File: config.mk
export PLATFORM = sky130hd
export DESIGN_NAME = tpcf_div
export DESIGN_NICKNAME = d
export VERILOG_FILES = /design/src/tpcf_pkg.sv /design/src/tpcf_div.sv
export SDC_FILE = /design/constraint.sdc
export NUM_CORES = 1
export LEC_CHECK = 0
export ABC_AREA = 1
export BUFFER_PORTS_ARGS = -buffer_cell sky130_fd_sc_hd__buf_4
export CAP_MARGIN = 40
export CORE_MARGIN = 3
export CORE_UTILIZATION = 29
export DETAILED_ROUTE_END_ITERATION = 10
export GPL_TIMING_DRIVEN = 0
export PLACE_DENSITY = 0.46
export SYNTH_ARGS = -nofsm -noshare
export SYNTH_HDL_FRONTEND = slang
export SYNTH_SLANG_ARGS = --single-unit
File: constraint.sdc
create_clock -name i_clk -period 4.3 [get_ports i_clk]
set_input_delay 0.215 -clock i_clk [delete_from_list [all_inputs] [get_ports i_clk]]
set_output_delay 0.215 -clock i_clk [all_outputs]
set_load 0.02 [all_outputs]
File: src/tpcf_pkg.sv
// Package for the transparent pixel color fill block.
// Holds store geometry, operation codes and the sequencer state type.
// No dependencies.
package tpcf_pkg;

    localparam int MAX_WIDTH  = 64;
    localparam int MAX_HEIGHT = 64;
    localparam int XW         = 6;
    localparam int YW         = 6;
    localparam int SW         = 7;
    localparam int DEPTH      = MAX_WIDTH * MAX_HEIGHT;
    localparam int AW         = $clog2(DEPTH);
    localparam int SUMW       = 12;
    localparam int ACCW       = 20;
    localparam int QW         = 8;

    typedef logic [1:0] t_op;
    localparam t_op OP_LOAD = 2'd0;
    localparam t_op OP_RUN  = 2'd1;
    localparam t_op OP_READ = 2'd2;

    typedef logic [1:0] t_cfg_idx;
    localparam t_cfg_idx CFG_THRESHOLD = 2'd0;
    localparam t_cfg_idx CFG_WIDTH     = 2'd1;
    localparam t_cfg_idx CFG_HEIGHT    = 2'd2;

    typedef enum logic [10:0] {
        S_IDLE   = 11'b000_0000_0001,
        S_RDPIX  = 11'b000_0000_0010,
        S_MARK_R = 11'b000_0000_0100,
        S_MARK_W = 11'b000_0000_1000,
        S_CTR_R  = 11'b000_0001_0000,
        S_CTR_C  = 11'b000_0010_0000,
        S_NB_R   = 11'b000_0100_0000,
        S_NB_A   = 11'b000_1000_0000,
        S_DIV    = 11'b001_0000_0000,
        S_WRITE  = 11'b010_0000_0000,
        S_DONE   = 11'b100_0000_0000
    } t_state;

    function automatic logic [SW-1:0] clamp_size(input logic [SW-1:0] v,
                                                 input logic [SW-1:0] maxv);
        logic [SW-1:0] r;
        r = v;
        if (v == '0) r = SW'(1);
        else if (v > maxv) r = maxv;
        return r;
    endfunction

endpackage

File: src/tpcf_div.sv
// Restoring divider, one quotient bit per cycle, QW quotient bits per division.
// Depends on tpcf_pkg.
module tpcf_div
    import tpcf_pkg::*;
(
    input  logic            i_clk,
    input  logic            i_rst_n,
    input  logic            i_start,
    input  logic [ACCW-1:0] i_dividend,
    input  logic [SUMW-1:0] i_divisor,
    output logic            o_busy,
    output logic [QW-1:0]   o_quot
);
    logic [ACCW-1:0]       r_rem;
    logic [SUMW-1:0]       r_dvs;
    logic [$clog2(QW)-1:0] r_cnt;
    logic                  r_busy;
    logic [QW-1:0]         r_q;
    logic [ACCW-1:0]       trial;

    assign trial = ACCW'(r_dvs) << r_cnt;

    always_ff @(posedge i_clk) begin
        if (!i_rst_n) begin
            r_busy <= 1'b0;
        end else if (i_start) begin
            r_busy <= 1'b1;
        end else if (r_busy && r_cnt == '0) begin
            r_busy <= 1'b0;
        end
        if (i_start) begin
            r_rem <= i_dividend;
            r_dvs <= i_divisor;
            r_cnt <= $clog2(QW)'(QW - 1);
            r_q   <= '0;
        end else if (r_busy) begin
            if (r_rem >= trial) begin
                r_rem        <= r_rem - trial;
                r_q[r_cnt]   <= 1'b1;
            end
            r_cnt <= r_cnt - 1'b1;
        end
    end

    assign o_busy = r_busy;
    assign o_quot = r_q;
endmodule

==> reports/results.tsv, run 1 <==
metric	value	unit
detailed placement HPWL	7440	um
pin count of the biggest net entering global routing	15	
final wirelength	9070	um
launching element type of the critical path	flop	
CTS tree	done	
length in cells of the worst reg-to-reg path	19	
number of enable-type register cells in the synthesized netlist	32	
final clock skew	0.00766	ns
final-stage net count	575	
Antenna Cells	0	
post-synthesis area per instance	7.02	sq um
count of boundary I/O pins	44	
Worst Hold End	r_dvs[5]	
synthesized netlist net count	524	
startpoint of the lowest-slack hold path	i_divisor[5]	
hold buffers post-CTS	0	
Reg2Reg Launch Point	r_cnt[0]	
TritonCTS sink count	44	
Via-to-Cell Ratio	4.71	
worst-case vdd ir drop	0.000157	V
total die area	0.0126	sq mm
Register-to-Register Setup Slack	0.81	ns
level count of the clock H-tree	2	
Rows	38	
Avg WL per Cell	13.8	um
DRC violations left	0	
Syn-to-layout area delta	19.9	%
FF+latch area	0.00120	sq mm
number of buffers created by CTS	5	
ratio of cells with drive above 1 in the final layout	14.1	%
Least-Margin Pin Slew	0.590	ns
classification of the worst-slack hold path	primary input to flop	
floorplan core area	0.0109	sq mm
top cell family by delay on the critical path	simple AND/OR/NAND/NOR gates	
most used cell, CP	sky130_fd_sc_hd__nand2_1	
Die Span Y	112	um
deepest clock path buffer count	2	
number of antenna violations at the first check in global routing	0	
count of maximum capacitance violations	0	
global-route total usage across every layer	14.8	%
status	finished, final reports clean	
clock latency on the worst-skew pair	0.29	ns
Critical Path Sink Type	flop	
hold_ws	0.0985	ns
post-synth cell types	34	
remaining number of nets flagged by the antenna check after routing	0	
area taken by multi-input logic gates	0.00182	sq mm
Final min period	3.49	ns
setup repair after global routing missed its margin	no	
drt first pass iters	5	
Sum Neg Setup Slack	0	ns
cell-by-cell listing of the critical path	clkbuf_2 -> inv_1 -> buf_2 -> nand2_1 -> nand3_1 -> o21ai_0 -> nand2_1 -> o21ai_0 -> ha_1 -> nand2_1 -> nor2_2 -> and2_1 -> nand2_1 -> nand3_2 -> nand2_2 -> nand2_4 -> nand2_1 -> nand2_1 -> buf_8	
DRC marker count from the first detailed-route iteration	173	
worst setup path class	flop to flop	
delay of the slowest critical-path stage	0.40	ns
remaining global-route overflow	0	
max-slew headroom at the worst pin	60.7	%
via count of the first global-routing pass	2985	
area post-placement	0.00379	sq mm
Tcrit/Tclk final	81.1	%
crit path max-delay cell type	sky130_fd_sc_hd__ha_1	
clock input transition at the sequential cells of the worst setup and hold paths	0.06	ns
placed cell count	651	
proportion of synthesized flip-flops having asynchronous set or reset	0	%
synthesized flop and latch total	44	
Pwr per Cell Area	453	mW/mm^2
starting density of the core	30.0	%
quantity of I/O buffers inserted on ports	43	
DIE WIDTH	112	um
most common library cell in the layout ignoring fill and taps	sky130_fd_sc_hd__nand2_1	
leakage power of the design	1.80	nW
top_reg_cell synth	sky130_fd_sc_hd__edfxtp_1	
top cell type by total area after synthesis	sky130_fd_sc_hd__edfxtp_1	
Post CTS Setup Buffer Count	0	
post-synthesis instance area	0.00328	sq mm
first-pass GRT wire length	14800	um
number of hold violations in the final report	0	
reg-to-reg endpoint	r_rem[5]	
non-filler instance count after layout	659	
commonest non-fill, non-tap cells in the layout	161 x sky130_fd_sc_hd__nand2_1, 47 x sky130_fd_sc_hd__inv_1, 46 x sky130_fd_sc_hd__buf_4	
share of the yosys chip area belonging to registers	36.6	%
Crit path arrival time	3.49	ns
final number of max-transition violations	0	
count of final setup violators	0	
count of instances resized after the clock tree is built	0	
Synthesis Warnings	0	
count of buffering cells on the critical path with inverters included	4	
largest driver fanout on the critical path	13	
FMAX	287	MHz
number of filler instances in the final layout	1203	
top cell type's share of synthesized area	29.3	%
cell area after layout	0.00393	sq mm
total via count in the routed design	3102	
cell count after synthesis	467	
Synth area leaders	sky130_fd_sc_hd__edfxtp_1 29%, sky130_fd_sc_hd__nand2_1 18%, sky130_fd_sc_hd__ha_1 8.0%	
GPL Wtd Cong	0.858	
CTS Root Cell	sky130_fd_sc_hd__clkbuf_16	
Data required, critical path	4.30	ns
cell depth of the worst min-delay path	1	
-- synthesized netlist by cell type (all sizes together), types with 2 or more instances --
library cell / n
or2: 7
a31oi: 2
nand3: 42
buf: 8
and2: 2
nand2: 165
nor3: 4
clkbuf: 6
dfxtp: 12
ha: 21
inv: 47
nand3b: 4
o21ai: 36
edfxtp: 32
nor2: 34
xnor2: 3
a21oi: 31
o21bai: 3
mux2i: 2
-- layer usage --
| layer | up-vias | track usage [%] | part of all wire (%) |
|---|---|---|---|
| met5 | - | 0 | 0 |
| met4 | 0 | 4.57 | 2.2 |
| met3 | 12 | 2.75 | 3.9 |
| met2 | 67 | 23.0 | 44 |
| met1 | 1377 | 20.9 | 49 |
| li1 | 1646 | - | - |
-- state kept, by name, indices dropped and copies added, names as in the netlist --
| name | cells |
|---|---|
| r_rem | 20 |
| r_dvs | 12 |
| o_quot | 8 |
| r_cnt | 3 |
| o_busy | 1 |
-- cell families after synthesis --
group                      count (synthesis)  share of synthesized area [%]
and+or+nand+nor                          260                           33.5
AOI/OAI and AO/OA                         74                           11.8
buffers and inverters                     61                           7.71
DFF                                       44                           36.6
adders and majority gates                 22                           8.63
xor gates and xnor gates                   4                           1.07
muxes                                      2                          0.611
-- power by group --
part / internal [mW] / switching, mW
logic: 0.304 / 0.521
clock network: 0.215 / 0.168
registers: 0.540 / 0.0311
total: 1.06 / 0.720
-- how the worst max path moves through the flow --
stage                   from   endpoint  cells after the start
floorplan           r_cnt[0]   r_rem[0]                     18
global placement    r_cnt[0]   r_rem[5]                     16
detailed placement  r_cnt[0]   r_rem[5]                     19
CTS                 r_cnt[0]  r_rem[16]                     19
global route        r_cnt[0]  r_rem[11]                     17
finish              r_cnt[0]   r_rem[5]                     19
-- metrics by stage --
step | setup slack, ns | total power [mW] | util, %
final | 0.812 | 1.78 | 35.9
after global routing | 0.416 | 1.94 | 35.9
after CTS | 0.773 | 1.80 | 35.9
after detailed placement | 0.791 | 1.40 | 34.7
after global placement | 0.521 | 1.40 | 34.5
after floorplan | 1.31 | 1.18 | -
-- layout make-up --
| cell class | count | share of cell area, % |
|---|---|---|
| tap | 140 | 4.46 |
| clock buffer | 6 | 3.28 |
| inverter | 47 | 4.49 |
| sequential | 44 | 30.6 |
| timing repair buffer | 44 | 8.59 |
| multi-input combinational | 362 | 46.4 |
| clock inverter | 2 | 0.286 |
| buffer | 14 | 1.94 |
Note: power is estimated with default switching activity, not from simulation.
==> run 2: changes to the inputs <==
==> constraint.sdc (replaced) <==
create_clock -name i_clk -period 3.6 [get_ports i_clk]
set_input_delay 0.18 -clock i_clk [delete_from_list [all_inputs] [get_ports i_clk]]
set_output_delay 0.18 -clock i_clk [all_outputs]
set_load 0.02 [all_outputs]
==> run 2 against run 1 <==
Total power is 20% higher. Critical path depth stayed put. Via count is 0.84% higher. Hold slack worse by 0.036 ns. Sequential power is 19% higher. First-iteration DRC count is 9.8% lower. Setup slack worse by 0.48 ns. Final cell count stayed put. Flip-flop and latch count stayed put. Sequential share of layout area is 0.078 points lower. Largest cell class unchanged. Largest power group unchanged.
==> reports/results.tsv, run 2 (synthesis gave the netlist of run 1 again) <==
metric	value	unit	change
status	finished, final reports clean		
Crit path arrival time	3.28	ns	-0.21 ns
switching part of the total	40.5	%	about the same
clock latency on the worst-skew pair	0.29	ns	about the same
DRC violations left	0		unchanged
clock input transition at the sequential cells of the worst setup and hold paths	0.06	ns	about the same
pin count of the biggest net entering global routing	15		unchanged
part of the total power dissipated in combinational logic	46.5	%	about the same
commonest non-fill, non-tap cells in the layout	160 x sky130_fd_sc_hd__nand2_1, 47 x sky130_fd_sc_hd__inv_1, 46 x sky130_fd_sc_hd__buf_4		
delay of the slowest critical-path stage	0.40	ns	about the same
ratio of cells with drive above 1 in the final layout	14.3	%	+0.19 points
Pwr per Cell Area	540	mW/mm^2	+19%
area post-placement	0.00379	sq mm	unchanged
number of antenna violations at the first check in global routing	0		unchanged
starting density of the core	30.0	%	unchanged
DRC marker count from the first detailed-route iteration	156		-9.8%
number of hold violations in the final report	0		unchanged
Cell Int Power	1.27	mW	+20%
worst setup path class	flop to flop		
Die Span Y	112	um	unchanged
quantity of I/O buffers inserted on ports	43		unchanged
number of flip-flops in the largest register	20		unchanged
max-slew headroom at the worst pin	56.4	%	-4.3 points
Syn-to-layout area delta	20.2	%	
CTS tree	done		
top cell family by delay on the critical path	simple AND/OR/NAND/NOR gates		
launching element type of the critical path	flop		
worst-case vdd ir drop	0.000187	V	+19%
largest driver fanout on the critical path	13		unchanged
GPL Wtd Cong	0.858		unchanged
drt first pass iters	5		unchanged
final-stage net count	575		unchanged
classification of the worst-slack hold path	primary input to flop		
count of buffering cells on the critical path with inverters included	4		unchanged
most common library cell in the layout ignoring fill and taps	sky130_fd_sc_hd__nand2_1		
DIE WIDTH	112	um	unchanged
deepest clock path buffer count	2		unchanged
Via-to-Cell Ratio	4.75		+0.84%
Final min period	3.27	ns	-0.215 ns
final number of max-transition violations	0		unchanged
level count of the clock H-tree	2		unchanged
non-filler instance count after layout	659		unchanged
number of buffers created by CTS	5		unchanged
total die area	0.0126	sq mm	unchanged
FMAX	306	MHz	+6.6%
remaining global-route overflow	0		unchanged
Critical Path Sink Type	flop		
Rows	38		unchanged
first-pass GRT wire length	14800	um	unchanged
Avg WL per Cell	13.8	um	+0.29%
count of final setup violators	0		unchanged
Data required, critical path	3.60	ns	-0.70 ns
Biggest register	r_rem		
global-route total usage across every layer	14.8	%	unchanged
total via count in the routed design	3128		+0.84%
CTS Root Cell	sky130_fd_sc_hd__clkbuf_16		
via count of the first global-routing pass	2985		unchanged
count of maximum capacitance violations	0		unchanged
Clk network pwr share	21.5	%	about the same
Tcrit/Tclk final	90.9	%	+9.8 points
crit path max-delay cell type	sky130_fd_sc_hd__ha_1		
final clock skew	0.00653	ns	-0.00113 ns
count of boundary I/O pins	44		unchanged
detailed placement HPWL	7440	um	unchanged
final wirelength	9090	um	+0.29%
Antenna Cells	0		unchanged
Power, Total	2.13	mW	+20%
hold buffers post-CTS	0		unchanged
cell area after layout	0.00394	sq mm	+0.25%
remaining number of nets flagged by the antenna check after routing	0		unchanged
TritonCTS sink count	44		unchanged
Least-Margin Pin Slew	0.654	ns	+0.0638 ns
fraction of power consumed by sequential logic	32.0	%	about the same
Net Switching	862	uW	+20%
most used cell, CP	sky130_fd_sc_hd__nand2_1		
placed cell count	651		unchanged
floorplan core area	0.0109	sq mm	unchanged
setup repair after global routing missed its margin	no		
cell-by-cell listing of the critical path	clkbuf_2 -> inv_1 -> clkbuf_4 -> nand2_1 -> nand3_1 -> o21ai_0 -> nand2_1 -> o21ai_0 -> ha_1 -> nand2_1 -> nor2_2 -> and2_1 -> nand2_1 -> nand3_2 -> nand2_2 -> nand2_4 -> nand2_1 -> nand2_4 -> buf_8		
leakage power of the design	1.81	nW	+0.16%
-- run 2: final timing paths --
path	endpoint	start	slack [ns]	cells after the start
worst max-delay path	r_rem[5]	r_cnt[0]	0.33	19
worst min-delay path	r_dvs[5]	i_divisor[5]	0.06	1
worst max register to register	r_rem[5]	r_cnt[0]	0.33	19
worst min register to register	o_quot[4]	o_quot[4]	0.45	2
-- run 2: per-layer routing --
layer | vias up | global-route usage [%] | part of all wire (%)
met5 | - | 0 | 0
li1 | 1643 | - | -
met1 | 1393 | 20.9 | 49
met3 | 14 | 2.75 | 3.8
met4 | 0 | 4.57 | 2.2
met2 | 78 | 23.0 | 45
-- run 2: worst reg2reg max path, cell delays in order (launching register included) --
cell	delay, ns
sky130_fd_sc_hd__dfxtp_1	0.30
sky130_fd_sc_hd__clkbuf_2	0.15
sky130_fd_sc_hd__inv_1	0.17
sky130_fd_sc_hd__clkbuf_4	0.25
sky130_fd_sc_hd__nand2_1	0.08
sky130_fd_sc_hd__nand3_1	0.07
sky130_fd_sc_hd__o21ai_0	0.14
sky130_fd_sc_hd__nand2_1	0.09
sky130_fd_sc_hd__o21ai_0	0.14
sky130_fd_sc_hd__ha_1	0.40
sky130_fd_sc_hd__nand2_1	0.12
sky130_fd_sc_hd__nor2_2	0.17
sky130_fd_sc_hd__and2_1	0.14
sky130_fd_sc_hd__nand2_1	0.05
sky130_fd_sc_hd__nand3_2	0.11
sky130_fd_sc_hd__nand2_2	0.07
sky130_fd_sc_hd__nand2_4	0.11
sky130_fd_sc_hd__nand2_1	0.10
sky130_fd_sc_hd__nand2_4	0.14
sky130_fd_sc_hd__buf_8	0.18
-- run 2: power groups by stage --
stage               clock network (mW)  registers (mW)  logic, mW
floorplan                            0           0.681      0.732
global placement                     0           0.696      0.977
detailed placement                   0           0.695      0.983
CTS                              0.476           0.684      0.990
global route                     0.493           0.691       1.14
finish                           0.457           0.682      0.989
-- run 2: area by class of cell --
class / instances / area, sq um
fill: 1200 / 6990
multi-input combinational: 362 / 1830
sequential: 44 / 1200
timing repair buffer: 44 / 338
inverter: 47 / 176
tap: 140 / 175
clock buffer: 6 / 129
buffer: 14 / 78.8
clock inverter: 2 / 11.3
-- run 2: through the flow --
step                TNS (ns)  worst slack (ns)  hold WS [ns]  utilization [%]
floorplan                  0             0.611         0.279                -
global placement       -3.54            -0.179         0.359             34.5
detailed placement         0            0.0914         0.360             34.7
CTS                        0            0.0725        0.0535             35.9
global route               0            0.0106        0.0469             36.0
finish                     0             0.327        0.0628             36.0
-- run 2: repair_timing --
| action | CTS | global route |
|---|---|---|
| endpoints found under the hold margin | 0 | 0 |
| gates resized for setup | 0 | 4 |
| endpoints found under the setup margin | 0 | 22 |
| buffers inserted | 0 | 0 |
==> run 3: changes to the inputs <==
--- a/config.mk
+++ b/config.mk
@@ -13,6 +13,7 @@
 export DETAILED_ROUTE_END_ITERATION = 10
 export GPL_TIMING_DRIVEN = 0
 export PLACE_DENSITY = 0.46
+export RECOVER_POWER = 50
 export SYNTH_ARGS = -nofsm -noshare
 export SYNTH_HDL_FRONTEND = slang
 export SYNTH_SLANG_ARGS = --single-unit
==> run 3 against run 2 <==
First-iteration DRC count fell by 9.6%. Clock power barely moved. Utilization fell by 0.34 points. Non-clock buffer count did not move. Hold slack improved by 0.022 ns. Sequential power barely moved. Sequential share of layout area rose by 0.29 points. Global-route usage did not move. Setup slack improved by 0.0044 ns. Final cell count did not move. Clock-buffer cell count did not move. Design area fell by 0.95%. Largest power group unchanged.
==> reports/results.tsv, run 3 (synthesis gave the netlist of run 1 again) <==
metric	value	unit	change
status	finished, final reports clean		
count of boundary I/O pins	44		unchanged
final number of max-transition violations	0		unchanged
cell depth of the worst min-delay path	1		unchanged
number of buffers created by CTS	5		unchanged
pin count of the biggest net entering global routing	15		unchanged
Antenna Cells	0		unchanged
Final min period	3.27	ns	-0.00440 ns
Post CTS Setup Buffer Count	0		unchanged
remaining number of nets flagged by the antenna check after routing	0		unchanged
final-stage net count	575		unchanged
TritonCTS sink count	44		unchanged
max-slew headroom at the worst pin	53.7	%	-2.7 points
detailed placement HPWL	7440	um	unchanged
global-route total usage across every layer	14.8	%	unchanged
drt first pass iters	4		-1
Least-Margin Pin Slew	0.695	ns	+0.0411 ns
number of hold violations in the final report	0		unchanged
quantity of I/O buffers inserted on ports	43		unchanged
total via count in the routed design	3108		-0.64%
Net Switching	862	uW	about the same
DRC marker count from the first detailed-route iteration	141		-9.6%
switching part of the total	40.6	%	+0.080 points
length in cells of the worst reg-to-reg path	19		unchanged
number of filler instances in the final layout	1210		+0.83%
launching element type of the critical path	flop		
commonest non-fill, non-tap cells in the layout	160 x sky130_fd_sc_hd__nand2_1, 47 x sky130_fd_sc_hd__inv_1, 41 x sky130_fd_sc_hd__nand3_1		
Data required, critical path	3.60	ns	about the same
number of antenna violations at the first check in global routing	0		unchanged
Crit path arrival time	3.27	ns	about the same
ratio of cells with drive above 1 in the final layout	12.3	%	-1.9 points
clock latency on the worst-skew pair	0.29	ns	about the same
count of buffering cells on the critical path with inverters included	4		unchanged
cell-by-cell listing of the critical path	clkbuf_2 -> inv_1 -> clkbuf_4 -> nand2_1 -> nand3_1 -> o21ai_0 -> nand2_1 -> o21ai_0 -> ha_1 -> nand2_1 -> nor2_2 -> and2_1 -> nand2_1 -> nand3_2 -> nand2_2 -> nand2_4 -> nand2_1 -> nand2_4 -> buf_8		
Clk network pwr share	21.6	%	about the same
GPL Wtd Cong	0.858		unchanged
classification of the worst-slack hold path	primary input to flop		
count of maximum capacitance violations	0		unchanged
starting density of the core	30.0	%	unchanged
Die Span Y	112	um	unchanged
CTS Root Cell	sky130_fd_sc_hd__clkbuf_16		
Via-to-Cell Ratio	4.72		-0.64%
Register-to-Register Setup Slack	0.33	ns	about the same
remaining global-route overflow	0		unchanged
worst setup path class	flop to flop		
delay of the slowest critical-path stage	0.40	ns	about the same
number of flip-flops in the largest register	20		unchanged
part of the total power dissipated in combinational logic	46.3	%	-0.2 points
largest driver fanout on the critical path	13		unchanged
Reg2Reg Launch Point	r_cnt[0]		
deepest clock path buffer count	2		unchanged
Syn-to-layout area delta	19.1	%	
Worst Hold End	r_dvs[5]		
cell area after layout	0.00390	sq mm	-0.95%
level count of the clock H-tree	2		unchanged
most common library cell in the layout ignoring fill and taps	sky130_fd_sc_hd__nand2_1		
top cell family by delay on the critical path	simple AND/OR/NAND/NOR gates		
Avg WL per Cell	13.8	um	-0.26%
area post-placement	0.00379	sq mm	unchanged
DIE WIDTH	112	um	unchanged
final clock skew	0.00802	ns	+0.00149 ns
reg-to-reg endpoint	r_rem[5]		
total die area	0.0126	sq mm	unchanged
first-pass GRT wire length	14800	um	unchanged
floorplan core area	0.0109	sq mm	unchanged
area taken by multi-input logic gates	0.00183	sq mm	unchanged
clock input transition at the sequential cells of the worst setup and hold paths	0.06	ns	about the same
worst-case vdd ir drop	0.000188	V	+0.18%
FMAX	306	MHz	+0.13%
CTS tree	done		
startpoint of the lowest-slack hold path	i_divisor[5]		
first element of the critical path	r_cnt[0]		
via count of the first global-routing pass	2985		unchanged
crit path max-delay cell type	sky130_fd_sc_hd__ha_1		
setup repair after global routing missed its margin	no		
count of final setup violators	0		unchanged
DRC violations left	0		unchanged
fraction of power consumed by sequential logic	32.1	%	about the same
Rows	38		unchanged
Critical Path Sink Type	flop		
placed cell count	651		unchanged
final wirelength	9070	um	-0.26%
leakage power of the design	1.76	nW	-2.4%
Biggest register	r_rem		
Pwr per Cell Area	544	mW/mm^2	+0.76%
Cell Int Power	1.26	mW	-0.34%
FF+latch area	0.00120	sq mm	unchanged
non-filler instance count after layout	659		unchanged
Tcrit/Tclk final	90.8	%	-0.12 points
most used cell, CP	sky130_fd_sc_hd__nand2_1		
## run 3: cell types whose count changed in the layout (fill, tap and decap cells not counted), sizes merged
cell / previous run / this run
buf: 51 / 28
clkbuf: 13 / 36
## run 3: through the flow
step	worst slack, ns	hold WS (ns)	setup TNS [ns]	utilization, %	power (mW)
2_1_floorplan	0.611	0.279	0	-	1.41
3_3_place_gp	-0.179	0.359	-3.54	34.5	1.67
3_5_place_dp	0.0914	0.360	0	34.7	1.68
4_1_cts	0.0725	0.0535	0	35.9	2.15
5_1_grt	0.0106	0.0695	0	35.7	2.32
6_report	0.331	0.0846	0	35.7	2.12
## run 3: how the worst max path moves through the flow
stage               slack (ns)  depth (start not counted)   endpoint
floorplan                 0.61                         18   r_rem[0]
global placement         -0.18                         16   r_rem[5]
detailed placement        0.09                         19   r_rem[5]
CTS                       0.07                         19  r_rem[16]
global route              0.01                         19  r_rem[11]
finish                    0.33                         19   r_rem[5]
## run 3: layout make-up
cell class | count | area share, %
clock inverter | 2 | 0.288
sequential | 44 | 30.8
tap | 140 | 4.49
buffer | 14 | 2.02
multi-input combinational | 362 | 46.9
timing repair buffer | 44 | 7.69
clock buffer | 6 | 3.30
inverter | 47 | 4.52
## run 3: worst reg2reg max path, stage by stage, from the launching register on
cell                       delay (ns)
sky130_fd_sc_hd__dfxtp_1         0.30
sky130_fd_sc_hd__clkbuf_2        0.15
sky130_fd_sc_hd__inv_1           0.17
sky130_fd_sc_hd__clkbuf_4        0.25
sky130_fd_sc_hd__nand2_1         0.08
sky130_fd_sc_hd__nand3_1         0.07
sky130_fd_sc_hd__o21ai_0         0.14
sky130_fd_sc_hd__nand2_1         0.09
sky130_fd_sc_hd__o21ai_0         0.13
sky130_fd_sc_hd__ha_1            0.40
sky130_fd_sc_hd__nand2_1         0.12
sky130_fd_sc_hd__nor2_2          0.17
sky130_fd_sc_hd__and2_1          0.14
sky130_fd_sc_hd__nand2_1         0.05
sky130_fd_sc_hd__nand3_2         0.11
sky130_fd_sc_hd__nand2_2         0.07
sky130_fd_sc_hd__nand2_4         0.11
sky130_fd_sc_hd__nand2_1         0.10
sky130_fd_sc_hd__nand2_4         0.14
sky130_fd_sc_hd__buf_8           0.18
## run 3: power by group through the flow
stage                     combinational (mW)  clock, mW  sequential (mW)
after floorplan                        0.732          0            0.681
after global placement                 0.977          0            0.696
after detailed placement               0.983          0            0.695
after CTS                              0.990      0.476            0.684
after global routing                    1.14      0.493            0.691
final                                  0.984      0.458            0.682
## run 3: per-layer routing
layer	wire length, um	part of all wire, %	vias to the layer above	track usage [%]
met2	4070	45	59	23.0
li1	-	-	1642	-
met4	165	1.8	0	4.57
met1	4470	49	1397	20.9
met3	362	4.0	10	2.75
met5	0	0	-	0
## run 3: repair_timing
action,4_1_cts,5_1_grt
resized for setup,0,4
setup endpoints to repair,0,22
hold buffers,0,0
